$ cat src/hw/rtl/jrr_pkg.sv
// Package for the Jacobi row relaxation engine: sizes, item types, mode codes.
// Used by jacobi_row_relax_csr and jrr_div under hw/rtl.
package jrr_pkg;

  localparam int ROWS      = 1024;  // power of two
  localparam int FRAC_BITS = 16;
  localparam int ADDR_W    = $clog2(ROWS);
  localparam int QCLAMP_W  = 41;    // quotient magnitude clamp is 2^40

  typedef enum logic [1:0] {
    MODE_LOAD  = 2'd0,
    MODE_NZ    = 2'd1,
    MODE_SWEEP = 2'd2,
    MODE_NONE  = 2'd3
  } mode_e;

  typedef struct packed {
    logic [1:0]         mode;
    logic [9:0]         row;
    logic [9:0]         col;
    logic signed [31:0] entry_value;
    logic signed [31:0] rhs_value;
    logic signed [31:0] pivot_value;
    logic signed [31:0] start_value;
    logic               row_last;
  } jrr_in_t;

  typedef struct packed {
    logic [9:0]         out_row;
    logic signed [31:0] new_x;
    logic               zero_pivot;
    logic               saturated;
  } jrr_out_t;

  // Row field to memory index: modulo ROWS for a power-of-two ROWS.
  function automatic logic [ADDR_W-1:0] row_idx(logic [9:0] v);
    logic [ADDR_W+9:0] t;
    t = {{ADDR_W{1'b0}}, v};
    return t[ADDR_W-1:0];
  endfunction

endpackage

$ cat src/hw/rtl/jrr_div.sv
// Radix-2 restoring divider, 64-bit magnitude by 32-bit magnitude, one bit a cycle.
// Depends on jrr_pkg.
module jrr_div import jrr_pkg::*; (
  input  logic         clk_i,
  input  logic         rst_ni,
  input  logic         start_i,
  output logic         done_o,
  input  logic [63:0]  num_i,
  input  logic [31:0]  den_i,
  output logic [63:0]  quo_o
);

  logic        run_q, run_d, done_q, done_d;
  logic [5:0]  cnt_q, cnt_d;
  logic [31:0] rem_q, rem_d, den_q, den_d;
  logic [63:0] num_q, num_d, quo_q, quo_d;
  logic [32:0] trial;

  always_comb begin
    run_d  = run_q;
    done_d = 1'b0;
    cnt_d  = cnt_q;
    rem_d  = rem_q;
    den_d  = den_q;
    num_d  = num_q;
    quo_d  = quo_q;
    trial  = {rem_q, num_q[63]} - {1'b0, den_q};
    if (start_i) begin
      run_d = 1'b1;
      cnt_d = '0;
      rem_d = '0;
      den_d = den_i;
      num_d = num_i;
      quo_d = '0;
    end else if (run_q) begin
      num_d = {num_q[62:0], 1'b0};
      if (!trial[32] || rem_q[31]) begin
        rem_d = trial[31:0];
        quo_d = {quo_q[62:0], 1'b1};
      end else begin
        rem_d = {rem_q[30:0], num_q[63]};
        quo_d = {quo_q[62:0], 1'b0};
      end
      cnt_d = cnt_q + 6'd1;
      if (cnt_q == 6'd63) begin
        run_d  = 1'b0;
        done_d = 1'b1;
      end
    end
  end

  always_ff @(posedge clk_i or negedge rst_ni) begin
    if (!rst_ni) begin
      run_q  <= 1'b0;
      done_q <= 1'b0;
      cnt_q  <= '0;
    end else begin
      run_q  <= run_d;
      done_q <= done_d;
      cnt_q  <= cnt_d;
    end
  end

  always_ff @(posedge clk_i) begin
    rem_q <= rem_d;
    den_q <= den_d;
    num_q <= num_d;
    quo_q <= quo_d;
  end

  assign done_o = done_q;
  assign quo_o  = quo_q;

endmodule
$ cat config.mk
export PLATFORM = sky130hd
export DESIGN_NAME = jrr_div
export DESIGN_NICKNAME = d
export VERILOG_FILES = /design/src/hw/rtl/jrr_pkg.sv /design/src/hw/rtl/jrr_div.sv
export SDC_FILE = /design/constraint.sdc
export NUM_CORES = 1
export LEC_CHECK = 0
export ABC_CLOCK_PERIOD_IN_PS = 3600
export BUFFER_PORTS_ARGS = -buffer_cell sky130_fd_sc_hd__clkbuf_2
export CAP_MARGIN = 0
export CORE_AREA = 5 5 260 161
export DETAILED_ROUTE_END_ITERATION = 10
export DIE_AREA = 0 0 265 166
export GPL_ROUTABILITY_DRIVEN = 1
export HOLD_SLACK_MARGIN = 0.03
export PLACE_DENSITY = 0.44
export REMOVE_ABC_BUFFERS = 1
export SLEW_MARGIN = 20
export SYNTH_ARGS = -nofsm -noshare
export SYNTH_HDL_FRONTEND = slang
export SYNTH_SLANG_ARGS = --single-unit
$ cat constraint.sdc
create_clock -name clk_i -period 3.6 [get_ports clk_i]
set_clock_uncertainty 0.2 [all_clocks]
set_input_delay 0.72 -clock clk_i [delete_from_list [all_inputs] [get_ports clk_i]]
set_output_delay 0.72 -clock clk_i [all_outputs]
set_load 0.01 [all_outputs]
==> metrics.cfg, run 1 <==
[drt]
dr.pass1.iters=5
drtIter0Drc=495
vias=7011
viasPerCell=4.43
ant_nets=0
wl_per_cell_um=15.8
routed_wl_mm=25.0
remaining_drc_errors=0

[cells_and_area]
fillerInstances=4187
layout_commonest_cell=clkbuf_2
ff_latch_area_um2=5010
post-route-util_pct=29.7
area.growth.synth_to_final_pct=21.6
drive_gt1_share_pct=27.1
multi_input_area_um2=4250
fin_cells=1582
antennaDiodeCount=0
final_cell_mix=clkbuf_2 (162), nor2_1 (108), edfxtp_1 (96), dfxtp_1 (96), mux2i_1 (66)
final_nets=1171

[worst_hold_path]
min_path_type=input port to flip-flop

[critical_path]
slowest_delay_ns=0.44
end_kind=flip-flop
critPathSlowestCell=or3b_1
cp.required_ns=3.76
crit_fanout=15
crit_chain=inv_1, ha_1, fa_1, nand2b_1, a21oi_4, o211ai_2, a211o_1, a211oi_4, nor2_4, or3b_1, a311oi_2
worstPathArrival_ns=3.55
critPathKind=flip-flop to flip-flop
worstSetupStartpointType=flip-flop
cp_num_buf_inv=1
worst_path_dominant_cell_family=compound AO/OA/AOI/OAI gates

[floorplanning]
die_h_um=166
core_um2=39500
die_area_um2=44000
start_util_pct=24.4
io_pins=164
fp-row-count=57
die_w_um=265

[global_route]
use_met3_pct=4.26
use_met2_pct=14.9
met1_usage_pct=17.1
track_usage_pct=11.2
grt_max_degree=129
grt-ovfl-total=0
antenna_found_initial=3
grt_pass1_vias=6796
grt_pass1_wl_mm=39.4
busiest_layer=met1

[power]
clkPwrFrac_pct=27.8
p_int_uw=4750
p_total_uw=7380
combPwrFrac_pct=33.5
powerDensity_nw_per_um2=630
p_sw_uw=2630
p_leak_uw=0.00532
max-vdd-ir-drop_uv=321
power_frac_seq_pct=38.6
switching_share_pct=35.7

[sta]
worst_slew_pin_slew_ns=0.815
tns_ns=0
fin_crit_sh_pct=94.4
max_freq_mhz=294
min_period_ns=3.40
whs_ns=0.238
slew_headroom_pct=45.3
drv_slew=0
finalSetupViolCount=0
finalHoldViolCount=0

[placed_design]
port_buffers=163
dp_hpwl_mm=17.4
dp.cells=1546
gp_congestion=0.811

[cts]
clkLatencyLatePin_ns=0.45
clk_pin_slew_worst_paths_ns=0.08
clkSinkCount=200
numCtsBuffers=17
cts_tree=built
clock_path_buffers=2
root_buffer=clkbuf_16
htreeDepth=4

[logic_synthesis]
netlist_area_um2=9630
synth-seq-area-share_pct=52.0
yosysWarningCount=0
avgSynthCellArea_um2=10.8
synthArstFlopShare_pct=4.00
synth-main-ff-cell=edfxtp_1
synthCells=889
synth_area_leader_cell=edfxtp_1
synth_edf_count=96
synth_seq_cells=200
yosys-top-cells-area=edfxtp_1 (30%), dfxtp_1 (20%), mux2_2 (7.4%), mux2i_1 (6.9%), ha_1 (4.3%)
synth_top_area_share_pct=29.9
synth.distinct_cells=62

[flow_run]
max_cap_viol_count=0

[outcome]
status=finished clean

## power by group through the flow
stage / Combinational [µW] / Sequential (µW) / Clock (µW)
6_report: 2470 / 2850 / 2050
5_1_grt: 2750 / 2880 / 2240
4_1_cts: 2420 / 2850 / 2170
3_5_place_dp: 2400 / 2900 / 0
3_3_place_gp: 2420 / 2900 / 0
2_1_floorplan: 1720 / 2850 / 0
## through the flow
stage	cell area, µm²	setup WS, ns
after floorplan	9410	-2.96
after global placement	11000	0.206
after detailed placement	11000	0.00496
after CTS	11700	0.0774
after global routing	11700	-0.0108
final	11700	0.202
## state kept, by name (all words and copies together), names as in the netlist
register and count:
num_q 64, quo_o 64, den_q 32, rem_q 32, cnt_q 6, done_o 1
run_q 1
## timing repair
action	in CTS	in global routing
setup buffers	0	3
pin swaps	0	2
hold buffers	1	0
gates cloned	0	0
hold endpoints to repair	8	0
setup endpoints to repair	1	3
gates resized for setup	1	2
## metal layers
metal,wire (µm),vias to the layer above
met5,23,-
met4,214,6
met3,1530,19
met2,9850,134
met1,13400,3340
li1,-,3512
## cell usage after synthesis, drive strengths merged, types with 22 or more instances
| cell type | n |
|---|---|
| a21oi | 39 |
| a311oi | 26 |
| clkbuf | 30 |
| dfxtp | 96 |
| edfxtp | 96 |
| ha | 33 |
| inv | 46 |
| mux2 | 63 |
| mux2i | 66 |
| nand2 | 64 |
| nor2 | 109 |
| o21ai | 22 |
## cells by family (layout without fill, tap and decap cells)
group	Yosys count	count (layout)	share of synthesized area, %
flip-flops	200	200	52.0
adder cells (fa/ha/maj)	34	34	4.49
multiplexers	129	129	14.2
AO/OA/AOI/OAI	156	156	11.4
AND/OR/NAND/NOR	250	250	11.7
XOR/XNOR	23	23	2.09
buffers and inverters	97	259	4.14
## worst register-to-register path: cells and delay by family, from the launching register on
family	cells	cell delay (ns)
AOI/OAI and AO/OA	5	1.28
adders and majority gates	2	0.58
buffers and inverters	1	0.05
DFF	1	0.37
and+or+nand+nor	3	0.82
## area by class of cell
cell class	count	area share, %
Clock inverter	11	1.01
Clock buffer	21	4.30
Tap cell	531	5.67
Sequential cell	200	42.7
Inverter	47	1.51
Timing Repair Buffer	180	8.45
Multi-Input combinational cell	592	36.3
## path summary, 6_finish.rpt
path | from | endpoint | slack [ns] | cells past startpoint
worst max-delay path | num_q[63] | rem_q[13] | 0.20 | 11
worst min-delay path | den_i[19] | den_q[19] | 0.24 | 1
worst max register to register | num_q[63] | rem_q[13] | 0.20 | 11
worst min register to register | rem_q[1] | rem_q[1] | 0.29 | 2
max in group asynchronous | rst_ni | run_q | 2.53 | 2
min in group asynchronous | rst_ni | cnt_q[5] | 0.46 | 2
Note: power is estimated with default switching activity, not from simulation.
==> run 2: changes to the inputs <==
==> constraint.sdc (replaced) <==
create_clock -name clk_i -period 3.6 [get_ports clk_i]
set_clock_uncertainty 0.2 [all_clocks]
set_input_delay 0.54 -clock clk_i [delete_from_list [all_inputs] [get_ports clk_i]]
set_output_delay 0.54 -clock clk_i [all_outputs]
set_load 0.01 [all_outputs]
==> metrics.cfg, run 2 (synthesis results as in run 1) <==
[outcome]
status=finished clean

[drt]
vias=7060  ; +0.70%
ant_nets=0  ; unchanged
viasPerCell=4.42  ; -0.18%
dr.pass1.iters=4  ; -1
remaining_drc_errors=0  ; unchanged
routed_wl_mm=24.6  ; -1.4%
wl_per_cell_um=15.4  ; -2.2%
drtIter0Drc=461  ; -6.9%

[cts]
clkLatencyLatePin_ns=0.45  ; about the same
htreeDepth=4  ; unchanged
clkSinkCount=200  ; unchanged
cts_tree=built
root_buffer=clkbuf_16
clock_path_buffers=2  ; unchanged
numCtsBuffers=17  ; unchanged
clk_pin_slew_worst_paths_ns=0.08  ; about the same

[sta]
min_period_ns=3.36  ; -0.0395 ns
drv_slew=0  ; unchanged
whs_ns=0.0652  ; -0.173 ns
setup_ws_ns=0.242  ; +0.0395 ns
rsz0062_at_grt=false
finalSetupViolCount=0  ; unchanged
tns_ns=0  ; unchanged
fin_crit_sh_pct=93.3  ; -1.1 points
max_freq_mhz=298  ; +1.2%
finalHoldViolCount=0  ; unchanged
worst_slew_pin_slew_ns=0.970  ; +0.155 ns
slew_headroom_pct=35.3  ; -10 points

[power]
p_sw_uw=2600  ; -1.2%
switching_share_pct=34.9  ; -0.72 points
powerDensity_nw_per_um2=627  ; -0.47%
combPwrFrac_pct=33.1  ; -0.4 points
clkPwrFrac_pct=28.7  ; +0.9 points
p_int_uw=4840  ; +2.0%
power_frac_seq_pct=38.2  ; -0.4 points
max-vdd-ir-drop_uv=327  ; +2.1%
p_leak_uw=0.00537  ; +0.96%

[placed_design]
dp_hpwl_mm=17.5  ; about the same
port_buffers=163  ; unchanged
place_ws_ns=0.0558  ; +0.0508 ns
gp_congestion=0.805  ; -0.76%
placed_area_um2=11000  ; unchanged
dp.cells=1546  ; unchanged

[global_route]
grt_pass1_vias=6934  ; +2.0%
track_usage_pct=11.1  ; -0.065 points
grt_max_degree=82  ; -36%
grt_pass1_wl_mm=39.3  ; -0.35%
antenna_found_initial=2  ; -1
grt-ovfl-total=0  ; unchanged

[floorplanning]
die_h_um=166  ; unchanged
fp-row-count=57  ; unchanged
core_um2=39500  ; unchanged
die_area_um2=44000  ; unchanged
io_pins=164  ; unchanged
start_util_pct=24.4  ; unchanged
die_w_um=265  ; unchanged

[worst_hold_path]
min_path_type=input port to flip-flop

[critical_path]
cp.required_ns=3.77  ; about the same
end_kind=flip-flop
worstSetupStartpointType=flip-flop
worstPathArrival_ns=3.52  ; -0.03 ns
critPathKind=flip-flop to flip-flop
slowest_delay_ns=0.42  ; -0.02 ns
crit_fanout=10  ; -5
crit_chain=ha_1, fa_1, nand2b_1, a21oi_2, o211ai_2, a211o_1, a211oi_4, nor2_4, or3b_1, a311oi_2
critPathSlowestCell=or3b_1

[cells_and_area]
fin_cells=1596  ; +0.88%
area.growth.synth_to_final_pct=23.2
drive_gt1_share_pct=26.8  ; -0.31 points
final_cell_mix=clkbuf_2 (162), nor2_1 (108), edfxtp_1 (96), dfxtp_1 (96), mux2i_1 (66)
layout_commonest_cell=clkbuf_2
fin_area_um2=11900  ; +1.3%
final_nets=1183  ; +1.0%

[flow_run]
max_cap_viol_count=0  ; unchanged

## run 2: cell count changes in the layout (fill, tap and decap cells not counted), sizes merged
cell,change
bufinv,+3
buf,-1
clkinvlp,+2
diode,+2
dlygate4sd3,+13
clkbuf,-4
inv,-1
## run 2: area by class of cell
class	instances	area, µm²
Tap cell	531	664
Clock buffer	17	425
Multi-Input combinational cell	592	4250
Inverter	47	176
Timing Repair Buffer	192	1110
Clock inverter	15	230
Sequential cell	200	5010
Fill cell	4159	27600
Antenna cell	2	5.00
## run 2: worst paths after layout
path | from | slack [ns] | endpoint | depth (start not counted)
min | den_i[17] | 0.07 | den_q[17] | 1
min in group asynchronous | rst_ni | 0.28 | done_o | 2
max reg2reg | den_q[0] | 0.24 | rem_q[13] | 10
max in group asynchronous | rst_ni | 2.71 | run_q | 2
min reg2reg | rem_q[23] | 0.29 | rem_q[24] | 2
max | den_q[0] | 0.24 | rem_q[13] | 10
## run 2: stage by stage
step | power (µW) | utilization, %
4_1_cts | 7520 | 30.0
6_report | 7440 | 30.0
3_3_place_gp | 5310 | 27.9
5_1_grt | 7960 | 30.0
2_1_floorplan | 4570 | -
3_5_place_dp | 5280 | 27.9
## run 2: power groups by stage
| stage | sequential [µW] | combinational (µW) | clock [µW] |
|---|---|---|---|
| after floorplan | 2850 | 1720 | 0 |
| after global placement | 2890 | 2410 | 0 |
| after CTS | 2840 | 2420 | 2250 |
| final | 2840 | 2460 | 2140 |
| after global routing | 2880 | 2740 | 2340 |
| after detailed placement | 2890 | 2390 | 0 |
## run 2: what timing repair did
action | in CTS | in global routing
buffers inserted | 0 | 2
endpoints found under the hold margin | 21 | 0
hold buffers | 14 | 0
setup endpoints to repair | 0 | 19
gates resized for setup | 0 | 2
## run 2: worst max-delay path, delay by kind of cell, from the launching register on
family                   cells  cell delay, ns
flip-flops                   1            0.37
AO/OA/AOI/OAI                5            1.34
adder cells (fa/ha/maj)      2            0.61
AND/OR/NAND/NOR              3            0.75
## run 2: metal layers
metal | routed length (µm) | vias up | GRT usage [%]
met2 | 9820 | 133 | 14.9
met5 | 0 | - | 0
li1 | - | 3527 | -
met4 | 160 | 0 | 2.29
met1 | 13200 | 3388 | 17.0
met3 | 1450 | 12 | 4.01
==> run 3: changes to the inputs <==
- BUFFER_PORTS_ARGS: -buffer_cell sky130_fd_sc_hd__clkbuf_2 -> -buffer_cell sky130_fd_sc_hd__buf_2
==> metrics.cfg, run 3 (synthesis results as in run 1) <==
[critical_path]
worst_path_dominant_cell_family=compound AO/OA/AOI/OAI gates
worstSetupStartpointType=flip-flop
r2r_slack_ns=0.21  ; -0.04 ns
end_kind=flip-flop
worstPathArrival_ns=3.56  ; +0.04 ns
slowest_delay_ns=0.44  ; +0.02 ns
crit_fanout=16  ; +6
cp_num_buf_inv=1  ; +1
critPathSlowestCell=or3b_1
crit_chain=inv_1, ha_1, fa_1, nand2b_1, a21oi_4, o211ai_2, a211o_1, a211oi_4, nor2_4, or3b_1, a311oi_2
cp.required_ns=3.76  ; about the same
critPathKind=flip-flop to flip-flop

[cells_and_area]
area.growth.synth_to_final_pct=23.8
final_cell_mix=buf_2 (162), nor2_1 (108), edfxtp_1 (96), dfxtp_1 (96), mux2i_1 (66)
fin_cells=1603  ; +0.44%
ff_latch_area_um2=5010  ; unchanged
multi_input_area_um2=4250  ; +0.18%
post-route-util_pct=30.2  ; +0.15 points
fin_area_um2=11900  ; +0.51%
layout_commonest_cell=buf_2
final_nets=1190  ; +0.59%
fillerInstances=4163  ; +0.096%
drive_gt1_share_pct=26.2  ; -0.64 points

[drt]
top_layer=met4
drtIter0Drc=408  ; -11%
dr.pass1.iters=4  ; unchanged
met3_length_mm=1.38  ; -4.6%
viasPerCell=4.43  ; about the same
wirelength_met1_mm=13.8  ; +4.2%
vias=7094  ; +0.48%
ant_nets=0  ; unchanged
remaining_drc_errors=0  ; unchanged
met2_length_mm=9.78  ; -0.42%
wl_per_cell_um=15.7  ; +1.5%
routed_wl_mm=25.1  ; +2.0%

[cts]
clkSinkCount=200  ; unchanged
clock_path_buffers=2  ; unchanged
clk_pin_slew_worst_paths_ns=0.08  ; about the same
numCtsBuffers=17  ; unchanged
htreeDepth=4  ; unchanged
root_buffer=clkbuf_16
clkLatencyLatePin_ns=0.45  ; about the same
cts_tree=built

[floorplanning]
fp-row-count=57  ; unchanged
start_util_pct=24.4  ; unchanged
core_um2=39500  ; unchanged
io_pins=164  ; unchanged
die_w_um=265  ; unchanged
die_area_um2=44000  ; unchanged
die_h_um=166  ; unchanged

[power]
powerDensity_nw_per_um2=617  ; -1.6%
p_int_uw=4700  ; -2.9%
max-vdd-ir-drop_uv=312  ; -4.7%
combPwrFrac_pct=33.9  ; +0.8 points
p_leak_uw=0.00542  ; +1.0%
clkPwrFrac_pct=27.5  ; -1.2 points
p_sw_uw=2660  ; +2.4%
switching_share_pct=36.1  ; +1.2 points
power_frac_seq_pct=38.6  ; +0.4 points

[sta]
max_freq_mhz=295  ; -1.1%
finalSetupViolCount=0  ; unchanged
fin_crit_sh_pct=94.3  ; +1.0 points
finalHoldViolCount=0  ; unchanged
rsz0062_at_grt=false
worst_slew_pin_slew_ns=0.914  ; -0.0563 ns
min_period_ns=3.39  ; +0.0358 ns
drv_slew=0  ; unchanged
slew_headroom_pct=38.7  ; +3.4 points

[placed_design]
dp.cells=1544  ; -0.13%
port_buffers=163  ; unchanged
gp_congestion=0.810  ; +0.66%
placed_area_um2=11100  ; about the same
dp_hpwl_mm=17.3  ; -0.75%

[global_route]
grt_pass1_wl_mm=39.8  ; +1.5%
grt_pass1_vias=6980  ; +0.66%
track_usage_pct=11.3  ; +0.14 points
antenna_found_initial=2  ; unchanged
grt_max_degree=129  ; +57%
grt-ovfl-total=0  ; unchanged

[outcome]
status=finished clean

[flow_run]
max_cap_viol_count=0  ; unchanged

[worst_hold_path]
min_path_type=input port to flip-flop

==> run 3: cell count changes in the layout (fill, tap and decap cells not counted), sizes merged <==
| cell | previous run | this run |
|---|---|---|
| buf | 16 | 175 |
| bufinv | 3 | 1 |
| clkbuf | 179 | 17 |
| clkinv | 6 | 7 |
| dlygate4sd3 | 14 | 24 |
| inv | 51 | 52 |
==> run 3: layout make-up <==
class / instances / share of cell area, %
clock buffers: 17 / 3.57
clock inverters: 15 / 1.51
multi-input cells: 592 / 35.7
repair buffers: 199 / 10.2
diodes: 2 / 0.0420
inverters: 47 / 1.48
flip-flops and latches: 200 / 42.0
well taps: 531 / 5.57
==> run 3: power by group through the flow <==
stage	clock (µW)	sequential (µW)	combinational [µW]
floorplan	0	2850	1720
global route	2200	2880	2770
CTS	2130	2850	2460
detailed placement	0	2890	2410
global placement	0	2890	2440
finish	2020	2840	2490
==> run 3: repair_timing <==
action,CTS,global route
cloned,0,0
endpoints found under the hold margin,31,0
gates resized for setup,1,2
hold buffers,24,0
pin swaps,0,1
buffers inserted,0,1
endpoints found under the setup margin,1,4
==> run 3: routing by layer <==
layer / global-route usage [%] / up-vias
met5: 0 / -
met4: 2.23 / 0
met3: 3.79 / 15
met2: 15.2 / 130
met1: 17.4 / 3407
li1: - / 3542
==> run 3: worst paths after layout <==
kind	start	endpoint	cells after the start
hold / removal	den_i[21]	den_q[21]	1
min in group asynchronous	rst_ni	done_o	2
setup / recovery	num_q[63]	rem_q[13]	11
setup reg to reg	num_q[63]	rem_q[13]	11
max in group asynchronous	rst_ni	run_q	2
hold reg to reg	rem_q[31]	rem_q[31]	2
==> run 3: metrics by stage <==
stage               hold slack, ns  setup TNS, ns  total power, µW  setup WS (ns)
floorplan                   0.0444        -227.50             4570          -2.96
global placement             0.205              0             5330          0.185
detailed placement           0.197              0             5310         0.0440
CTS                         0.0305              0             7430         0.0969
global route                0.0312              0             7850         0.0103
finish                      0.0697              0             7360          0.206
